===== src/rtl/srt_pkg.sv =====
`default_nettype none
package srt_pkg;

	localparam int unsigned DEF_TABLE_DEPTH = 16;

	localparam logic [2:0] FN_ADD    = 3'd0;
	localparam logic [2:0] FN_REMOVE = 3'd1;
	localparam logic [2:0] FN_FIND   = 3'd2;
	localparam logic [2:0] FN_CLEAR  = 3'd3;
	localparam logic [2:0] FN_READ   = 3'd4;

	typedef struct packed {
		logic [31:0] gw;
		logic [31:0] mask;
		logic [31:0] net;
	} srt_entry_t;

	typedef enum logic [3:0] {
		ST_IDLE,
		ST_DISPATCH,
		ST_R_RD,
		ST_R_CHK,
		ST_D_RD,
		ST_D_WR,
		ST_A_FULL,
		ST_P_RD,
		ST_P_CHK,
		ST_U_RD,
		ST_U_WR,
		ST_F_RD,
		ST_F_CHK,
		ST_X_WAIT,
		ST_DONE
	} srt_state_t;

	typedef enum logic [1:0] {
		RD_P,
		RD_PM1,
		RD_IDX
	} srt_rdsel_t;

	typedef struct packed {
		logic       ld_op;
		logic       p_clr;
		logic       p_inc;
		logic       p_dec;
		logic       p_to_cnt;
		logic       pos_to_p;
		logic       cnt_clr;
		logic       cnt_inc;
		logic       cnt_dec;
		logic       rd_en;
		srt_rdsel_t rd_sel;
		logic       wr_en;
		logic       wr_prev;
		logic       wr_new;
		logic       mark;
		logic       mark_ok;
		logic       mark_hit;
		logic       res_load;
	} srt_cmd_t;

	typedef struct packed {
		logic [2:0] func;
		logic       p_eq_cnt;
		logic       p_eq_pos;
		logic       rem_hit;
		logic       pre_hit;
		logic       find_hit;
		logic       idx_ok;
		logic       full;
		logic       res_busy;
	} srt_sts_t;

	// a has a set bit below the lowest set bit of b: prefix of a is longer
	function automatic logic longer(input logic [31:0] a, input logic [31:0] b);
		return (a & ~b & (b - 32'd1)) != 32'd0;
	endfunction

endpackage
`default_nettype wire


===== src/rtl/srt_ctrl.sv =====
`default_nettype none
module srt_ctrl
	import srt_pkg::*;
(
	input  wire logic     clk,
	input  wire logic     arst_n,
	input  wire logic     in_valid,
	output logic          in_ready,
	input  wire srt_sts_t sts,
	output srt_cmd_t      cmd
);

	srt_state_t state_q, state_nx;

	always_ff @(posedge clk or negedge arst_n) begin
		if (!arst_n) begin
			state_q <= ST_IDLE;
		end else begin
			state_q <= state_nx;
		end
	end

	always_comb begin
		state_nx = state_q;
		cmd      = '0;
		cmd.rd_sel = RD_P;
		in_ready = 1'b0;
		unique case (state_q)
			ST_IDLE: begin
				in_ready = 1'b1;
				if (in_valid) begin
					cmd.ld_op = 1'b1;
					cmd.p_clr = 1'b1;
					state_nx  = ST_DISPATCH;
				end
			end
			ST_DISPATCH: begin
				priority if (sts.func == FN_ADD || sts.func == FN_REMOVE) begin
					state_nx = ST_R_RD;
				end else if (sts.func == FN_FIND) begin
					state_nx = ST_F_RD;
				end else if (sts.func == FN_CLEAR) begin
					cmd.cnt_clr = 1'b1;
					cmd.mark    = 1'b1;
					cmd.mark_ok = 1'b1;
					state_nx    = ST_DONE;
				end else if (sts.func == FN_READ && sts.idx_ok) begin
					cmd.rd_en  = 1'b1;
					cmd.rd_sel = RD_IDX;
					state_nx   = ST_X_WAIT;
				end else begin
					cmd.mark = 1'b1;
					state_nx = ST_DONE;
				end
			end
			// look for an exact match to delete
			ST_R_RD: begin
				if (sts.p_eq_cnt) begin
					if (sts.func == FN_ADD) begin
						state_nx = ST_A_FULL;
					end else begin
						cmd.mark = 1'b1;
						state_nx = ST_DONE;
					end
				end else begin
					cmd.rd_en = 1'b1;
					state_nx  = ST_R_CHK;
				end
			end
			ST_R_CHK: begin
				cmd.p_inc = 1'b1;
				state_nx  = sts.rem_hit ? ST_D_RD : ST_R_RD;
			end
			// close the gap
			ST_D_RD: begin
				if (sts.p_eq_cnt) begin
					cmd.cnt_dec = 1'b1;
					if (sts.func == FN_ADD) begin
						state_nx = ST_A_FULL;
					end else begin
						cmd.mark    = 1'b1;
						cmd.mark_ok = 1'b1;
						state_nx    = ST_DONE;
					end
				end else begin
					cmd.rd_en = 1'b1;
					state_nx  = ST_D_WR;
				end
			end
			ST_D_WR: begin
				cmd.wr_en   = 1'b1;
				cmd.wr_prev = 1'b1;
				cmd.p_inc   = 1'b1;
				state_nx    = ST_D_RD;
			end
			ST_A_FULL: begin
				if (sts.full) begin
					cmd.mark = 1'b1;
					state_nx = ST_DONE;
				end else begin
					cmd.p_clr = 1'b1;
					state_nx  = ST_P_RD;
				end
			end
			// find the insert position
			ST_P_RD: begin
				if (sts.p_eq_cnt) begin
					cmd.pos_to_p = 1'b1;
					state_nx     = ST_U_RD;
				end else begin
					cmd.rd_en = 1'b1;
					state_nx  = ST_P_CHK;
				end
			end
			ST_P_CHK: begin
				if (sts.pre_hit) begin
					cmd.pos_to_p = 1'b1;
					cmd.p_to_cnt = 1'b1;
					state_nx     = ST_U_RD;
				end else begin
					cmd.p_inc = 1'b1;
					state_nx  = ST_P_RD;
				end
			end
			// shift the tail up by one, then drop the new word in
			ST_U_RD: begin
				if (sts.p_eq_pos) begin
					cmd.wr_en   = 1'b1;
					cmd.wr_new  = 1'b1;
					cmd.cnt_inc = 1'b1;
					cmd.mark    = 1'b1;
					cmd.mark_ok = 1'b1;
					state_nx    = ST_DONE;
				end else begin
					cmd.rd_en  = 1'b1;
					cmd.rd_sel = RD_PM1;
					state_nx   = ST_U_WR;
				end
			end
			ST_U_WR: begin
				cmd.wr_en = 1'b1;
				cmd.p_dec = 1'b1;
				state_nx  = ST_U_RD;
			end
			ST_F_RD: begin
				if (sts.p_eq_cnt) begin
					cmd.mark = 1'b1;
					state_nx = ST_DONE;
				end else begin
					cmd.rd_en = 1'b1;
					state_nx  = ST_F_CHK;
				end
			end
			ST_F_CHK: begin
				if (sts.find_hit) begin
					cmd.mark     = 1'b1;
					cmd.mark_ok  = 1'b1;
					cmd.mark_hit = 1'b1;
					state_nx     = ST_DONE;
				end else begin
					cmd.p_inc = 1'b1;
					state_nx  = ST_F_RD;
				end
			end
			ST_X_WAIT: begin
				cmd.mark     = 1'b1;
				cmd.mark_ok  = 1'b1;
				cmd.mark_hit = 1'b1;
				state_nx     = ST_DONE;
			end
			ST_DONE: begin
				if (!sts.res_busy) begin
					cmd.res_load = 1'b1;
					state_nx     = ST_IDLE;
				end
			end
			default: begin
				state_nx = ST_IDLE;
			end
		endcase
	end

endmodule
`default_nettype wire


===== src/rtl/srt_dp.sv =====
`default_nettype none
module srt_dp
	import srt_pkg::*;
#(
	parameter int unsigned TABLE_DEPTH = DEF_TABLE_DEPTH
) (
	input  wire logic         clk,
	input  wire logic         arst_n,
	input  wire logic [103:0] in_data,
	input  wire srt_cmd_t     cmd,
	output srt_sts_t          sts,
	input  wire logic         out_ready,
	output logic              out_valid,
	output logic [103:0]      out_data
);

	localparam int unsigned CW = $clog2(TABLE_DEPTH + 1);
	localparam int unsigned AW = (TABLE_DEPTH > 1) ? $clog2(TABLE_DEPTH) : 1;
	localparam int unsigned IW = (CW > 4) ? CW : 4;

	srt_entry_t mem [TABLE_DEPTH];

	logic [2:0]  func_q;
	logic [31:0] addr_q, mask_q, gw_q;
	logic [3:0]  idx_q;
	logic [CW-1:0] p_q, pos_q, cnt_q;
	srt_entry_t  rdata_q;
	logic        ok_q, hit_q;
	logic        out_valid_q, out_ok_q;
	logic [95:0] out_route_q;

	logic [CW-1:0] pm1;
	logic [AW-1:0] rd_addr, wr_addr;
	srt_entry_t    wr_data;

	assign pm1 = p_q - 1'b1;

	always_comb begin
		unique case (cmd.rd_sel)
			RD_P:    rd_addr = p_q[AW-1:0];
			RD_PM1:  rd_addr = pm1[AW-1:0];
			RD_IDX:  rd_addr = AW'(idx_q);
			default: rd_addr = p_q[AW-1:0];
		endcase
		wr_addr = cmd.wr_prev ? pm1[AW-1:0] : p_q[AW-1:0];
		if (cmd.wr_new) begin
			wr_data.net  = addr_q & mask_q;
			wr_data.mask = mask_q;
			wr_data.gw   = gw_q;
		end else begin
			wr_data = rdata_q;
		end
	end

	always_ff @(posedge clk) begin
		if (cmd.wr_en) begin
			mem[wr_addr] <= wr_data;
		end
		if (cmd.rd_en) begin
			rdata_q <= mem[rd_addr];
		end
		if (cmd.ld_op) begin
			func_q <= in_data[2:0];
			addr_q <= in_data[34:3];
			mask_q <= in_data[66:35];
			gw_q   <= in_data[98:67];
			idx_q  <= in_data[102:99];
		end
		if (cmd.mark) begin
			ok_q  <= cmd.mark_ok;
			hit_q <= cmd.mark_hit;
		end
		if (cmd.pos_to_p) begin
			pos_q <= p_q;
		end
		if (cmd.res_load) begin
			out_ok_q    <= ok_q;
			out_route_q <= hit_q ? {rdata_q.gw, rdata_q.mask, rdata_q.net} : 96'd0;
		end
	end

	always_ff @(posedge clk or negedge arst_n) begin
		if (!arst_n) begin
			p_q         <= '0;
			cnt_q       <= '0;
			out_valid_q <= 1'b0;
		end else begin
			priority if (cmd.p_clr) begin
				p_q <= '0;
			end else if (cmd.p_to_cnt) begin
				p_q <= cnt_q;
			end else if (cmd.p_inc) begin
				p_q <= p_q + 1'b1;
			end else if (cmd.p_dec) begin
				p_q <= pm1;
			end
			priority if (cmd.cnt_clr) begin
				cnt_q <= '0;
			end else if (cmd.cnt_inc) begin
				cnt_q <= cnt_q + 1'b1;
			end else if (cmd.cnt_dec) begin
				cnt_q <= cnt_q - 1'b1;
			end
			if (cmd.res_load) begin
				out_valid_q <= 1'b1;
			end else if (out_ready) begin
				out_valid_q <= 1'b0;
			end
		end
	end

	always_comb begin
		sts.func     = func_q;
		sts.p_eq_cnt = (p_q == cnt_q);
		sts.p_eq_pos = (p_q == pos_q);
		sts.rem_hit  = (rdata_q.net == addr_q) && (rdata_q.mask == mask_q);
		sts.pre_hit  = longer(mask_q, rdata_q.mask);
		sts.find_hit = ((addr_q ^ rdata_q.net) & rdata_q.mask) == 32'd0;
		sts.idx_ok   = IW'(idx_q) < IW'(cnt_q);
		sts.full     = (cnt_q == CW'(TABLE_DEPTH));
		sts.res_busy = out_valid_q && !out_ready;
	end

	assign out_valid = out_valid_q;
	assign out_data  = {7'd0, out_route_q, out_ok_q};

endmodule
`default_nettype wire


===== src/rtl/sorted_route_table.sv =====
// channel  dir  tdata fields (lsb first)                               width
// s_axis   in   func[2:0] addr[31:0] netmask[31:0] gateway[31:0]        104
//               entry_index[3:0], 1 zero pad bit
// m_axis   out  ok route_addr[31:0] route_mask[31:0] route_gw[31:0],    104
//               7 zero pad bits
//
// one word at a time; a scan step is a table read, then a check
// remove scans for an exact match and closes the gap; add does the same, then
// finds the insert position and shifts the tail up when the table is not full
// the single-port table memory sets the pace
// reset empties the table at once, stored entries are not cleared
// a result waits in the output register while the next word is taken in
`default_nettype none
module sorted_route_table
	import srt_pkg::*;
#(
	parameter int unsigned TABLE_DEPTH = DEF_TABLE_DEPTH
) (
	input  wire logic         clk,
	input  wire logic         arst_n,
	input  wire logic         s_axis_tvalid,
	output logic              s_axis_tready,
	input  wire logic [103:0] s_axis_tdata,  // func, addr, netmask, gateway, entry_index
	output logic              m_axis_tvalid,
	input  wire logic         m_axis_tready,
	output logic [103:0]      m_axis_tdata   // ok, route_addr, route_mask, route_gw
);

	srt_cmd_t cmd;
	srt_sts_t sts;

	srt_ctrl u_ctrl (
		.clk      (clk),
		.arst_n   (arst_n),
		.in_valid (s_axis_tvalid),
		.in_ready (s_axis_tready),
		.sts      (sts),
		.cmd      (cmd)
	);

	srt_dp #(
		.TABLE_DEPTH (TABLE_DEPTH)
	) u_dp (
		.clk       (clk),
		.arst_n    (arst_n),
		.in_data   (s_axis_tdata),
		.cmd       (cmd),
		.sts       (sts),
		.out_ready (m_axis_tready),
		.out_valid (m_axis_tvalid),
		.out_data  (m_axis_tdata)
	);

endmodule
`default_nettype wire


===== config.mk =====
export PLATFORM = sky130hd
export DESIGN_NAME = sorted_route_table
export DESIGN_NICKNAME = d
export VERILOG_FILES = /design/src/rtl/srt_pkg.sv /design/src/rtl/srt_ctrl.sv /design/src/rtl/srt_dp.sv /design/src/rtl/sorted_route_table.sv
export SDC_FILE = /design/constraint.sdc
export NUM_CORES = 2
export LEC_CHECK = 0
export BUFFER_PORTS_ARGS = -buffer_cell sky130_fd_sc_hd__buf_2
export CAP_MARGIN = 20
export CORE_UTILIZATION = 50
export CTS_BUF_LIST = sky130_fd_sc_hd__clkbuf_4
export CTS_CLUSTER_DIAMETER = 30
export DETAILED_ROUTE_END_ITERATION = 7
export GPL_TIMING_DRIVEN = 0
export HOLD_SLACK_MARGIN = 0.1
export PLACE_DENSITY = 0.69
export SETUP_SLACK_MARGIN = 0.15
export SLEW_MARGIN = 20
export SYNTH_ARGS = -nofsm -noshare
export SYNTH_HDL_FRONTEND = slang
export SYNTH_SLANG_ARGS = --single-unit

===== constraint.sdc =====
create_clock -name clk -period 7.95 [get_ports clk]
set_input_delay 0.795 -clock clk [delete_from_list [all_inputs] [get_ports clk]]
set_output_delay 0.795 -clock clk [all_outputs]
set_load 0.05 [all_outputs]

==> out/qor.yml <==
outcome:
  outcome: "finished, final reports clean"
timing:
  setup_viol: 0
  fmax_ghz: 0.151
  hold_violations: 0
  fin_skew_ns: 0.132
  min_period_ns: 6.62
  fin_crit_sh_pct: 83.3
  worst_slew_pin_slew_ns: 1.15
  grt_setup_unrepaired: "false"
  slew_headroom_pct: 22.6
  slew_violations: 0
clocking:
  clock_latency_ns: 1.41
  cts_made_buffers: 478
  cts_tree: "built"
  ctsRootBufferMaster: "clkbuf_4"
  path_clk_slew_ns: 0.07
  cts.path.max_buffers: 4
  clkSinkCount: 1854
  htreeDepth: 5
  cts-resized-gates: 0
setup_path:
  critPathBufInv: 5
  required_ns: 8.91
  crit_chain: "inv_1 -> ha_1 -> a21o_1 -> a21o_1 -> a21oi_1 -> o211ai_1 -> or2_2 -> ha_1 -> clkbuf_1 -> a221oi_1 -> a21oi_1 -> clkbuf_2 -> clkbuf_2 -> clkbuf_1 -> mux4_2 -> nand2_1 -> a31oi_1"
  critPathTopFamily: "buffers and inverters"
  crit_arrival_ns: 7.58
  crit_slowest_cell: "a21oi_1"
  start_kind: "flip-flop"
  worstSetupEndpointType: "flip-flop"
  max_stage_delay_ns: 0.89
  critPathMaxFanout: 10
  crit_type: "flip-flop to flip-flop"
logic_synthesis:
  syn-cell-area_um2: 73100
  synth.avg_cell_area_um2: 19.8
  yosys_warnings: 0
  synth_edf_count: 1839
  syn_inst: 3701
  synthDistinctLibCells: 79
  ys_seq_area_share_pct: 76.0
  async_flop_share_pct: 0.809
  synthFlopType: "edfxtp_1"
  ys_ff_latch: 1854
detailed_routing:
  vias: 42000
  postRouteAntennaNets: 0
  vias_per_cell: 6.05
  wl_um: 200000
  wl_per_cell_um: 28.9
  drtIter0Drc: 5168
  dr.pass1.iters: 6
  drc_errors: 0
power:
  p_leak_nw: 29.1
  p_per_area_nw_per_um2: 393
  p_total_mw: 34.3
  vdd_ir_drop_max_v: 0.000203
cells_and_area:
  layout.nets: 4863
  area_growth_pct: 19.2
  finalNonFillerCells: 6937
  drive_gt1_share_pct: 31.9
placed_design:
  gp_congestion: 0.900
  port_buffers: 205
  numPlacedInstances: 5941
  dp_hpwl_um: 131000
die:
  die_w_um: 384
  die_area_um2: 148000
  row_count: 139
  start_util_pct: 50.7
  core_um2: 144000
  pin_count: 214
  fp.dieH_um: 384
worst_hold_path:
  min_path_type: "input port to flip-flop"
grt:
  antenna_found_initial: 12
  grtUsageTotal_pct: 27.3
  grt-ovfl-total: 0
  use_met2_pct: 42.1
  grt-busiest-layer: "met2"
  grt_pass1_wl_um: 287000
  use_met3_pct: 5.76
  grt_pass1_vias: 42300
  met1_usage_pct: 38.3
  grt_max_degree: 36
flow_run:
  cap_violations: 0
[cell type report]
cell class,count,area [µm²]
Buffer,206,905
Multi-Input combinational cell,1594,16600
Clock inverter,137,833
Antenna cell,10,25.0
Tap cell,1903,2380
Clock buffer,656,4920
Sequential cell,1854,55600
Fill cell,10400,57200
Timing Repair Buffer,524,5710
Inverter,53,199
[routing by layer]
metal  vias to the layer above  part of all wire [%]
li1                      17400                     -
met1                     21400                    39
met2                      2736                    47
met3                       391                    11
met4                         0                   3.6
met5                         -                     0
[cell usage after synthesis, drive strengths merged (3+ instances only)]
master | count | area (µm²)
edfxtp | 1839 | 55200
mux4 | 384 | 8650
nand2 | 292 | 1100
and2 | 196 | 1230
clkbuf | 137 | 514
a31oi | 106 | 663
a211oi | 97 | 728
buf | 69 | 372
mux2 | 64 | 721
o21ai | 57 | 289
inv | 51 | 191
ha | 43 | 538
nor2 | 40 | 150
xor2 | 39 | 342
nor3 | 36 | 208
nor4 | 29 | 267
nand4 | 27 | 190
xnor2 | 23 | 201
a22oi | 20 | 150
nand3 | 19 | 100
a21oi | 18 | 90.1
dfrtp | 15 | 375
nor2b | 9 | 56.3
a221oi | 7 | 67.6
o31a | 7 | 61.3
nand2b | 6 | 37.5
nor3b | 6 | 45.0
a21o | 5 | 37.5
mux2i | 5 | 50.1
o22ai | 5 | 31.3
o21a | 4 | 30.0
or3 | 4 | 25.0
or4 | 4 | 33.8
a2111oi | 3 | 38.8
a21boi | 3 | 26.3
and3 | 3 | 20.0
o211ai | 3 | 27.5
[final timing paths]
check / slack (ns) / to / depth (start not counted) / startpoint
max reg2reg: 1.33 / u_dp.rdata_q[16]$_DFFE_PP_ / 17 / u_dp.cnt_q[1]$_DFFE_PN0P_
min: 0.23 / u_dp.addr_q[10]$_DFFE_PP_ / 2 / s_axis_tdata[13]
min in group asynchronous: 0.69 / u_dp.p_q[0]$_DFFE_PN0P_ / 3 / arst_n
min reg2reg: 0.42 / u_dp.out_ok_q$_DFFE_PP_ / 0 / u_dp.ok_q$_DFFE_PP_
max in group asynchronous: 6.62 / u_ctrl.state_q[1]$_DFFE_PN0P_ / 3 / arst_n
max: 1.33 / u_dp.rdata_q[16]$_DFFE_PP_ / 17 / u_dp.cnt_q[1]$_DFFE_PN0P_
[where the power goes]
part | internal [mW] | total [mW] | switching [mW]
Combinational | 4.75 | 12.5 | 7.70
Sequential | 13.2 | 13.9 | 0.722
Clock | 4.13 | 7.88 | 3.75
[cell usage in the layout (no fill, tap or decap), drive strengths merged, types with 11 or more instances in the layout]
cell type / instances
xnor2: 23
bufinv: 11
clkbuf: 793
nand2: 292
xor2: 39
edfxtp: 1839
ha: 43
inv: 55
nand4: 27
a21oi: 18
and2: 196
mux4: 384
nor2: 40
nor4: 29
clkinv: 124
a31oi: 106
nor3: 36
o21ai: 57
nand3: 19
a22oi: 20
buf: 400
dfrtp: 15
mux2: 64
dlygate4sd3: 193
a211oi: 97
[state kept, by name (all words and copies together), names as in the netlist]
signal,flops
u_ctrl.state_q,4
u_dp.mem,1536
u_dp.rdata_q,96
u_dp.out_route_q,96
u_dp.ok_q,1
u_dp.hit_q,1
u_dp.idx_q,4
u_dp.func_q,3
u_dp.addr_q,32
u_dp.pos_q,5
u_dp.cnt_q,5
u_dp.out_ok_q,1
u_dp.gw_q,32
u_dp.mask_q,32
u_dp.p_q,5
u_dp.out_valid,1
[through the flow]
stage	setup slack [ns]	cell area (µm²)	utilization, %	hold slack, ns	setup TNS, ns
after floorplan	1.43	73100	-	0.400	0
after global placement	-4.32	76600	53.0	0.407	-6447.92
after detailed placement	1.10	79500	55.0	0.412	0
after CTS	1.03	87200	60.4	0.118	0
after global routing	1.20	87200	60.4	0.169	0
final	1.33	87200	60.4	0.226	0
[logic make-up after synthesis]
kind of cell | count (synthesis) | synth area share (%)
AOI/OAI and AO/OA | 349 | 3.25
xor gates and xnor gates | 62 | 0.743
adders and majority gates | 44 | 0.763
buffers and inverters | 259 | 1.48
DFF | 1854 | 76.0
muxes | 453 | 12.9
other | 1 | 0.00513
and+or+nand+nor | 679 | 4.84
[what timing repair did]
action	CTS	global route
hold endpoints to repair	149	0
setup endpoints to repair	0	0
hold buffers	193	0
setup buffers	0	0
Power figures use the tool's default switching activity.
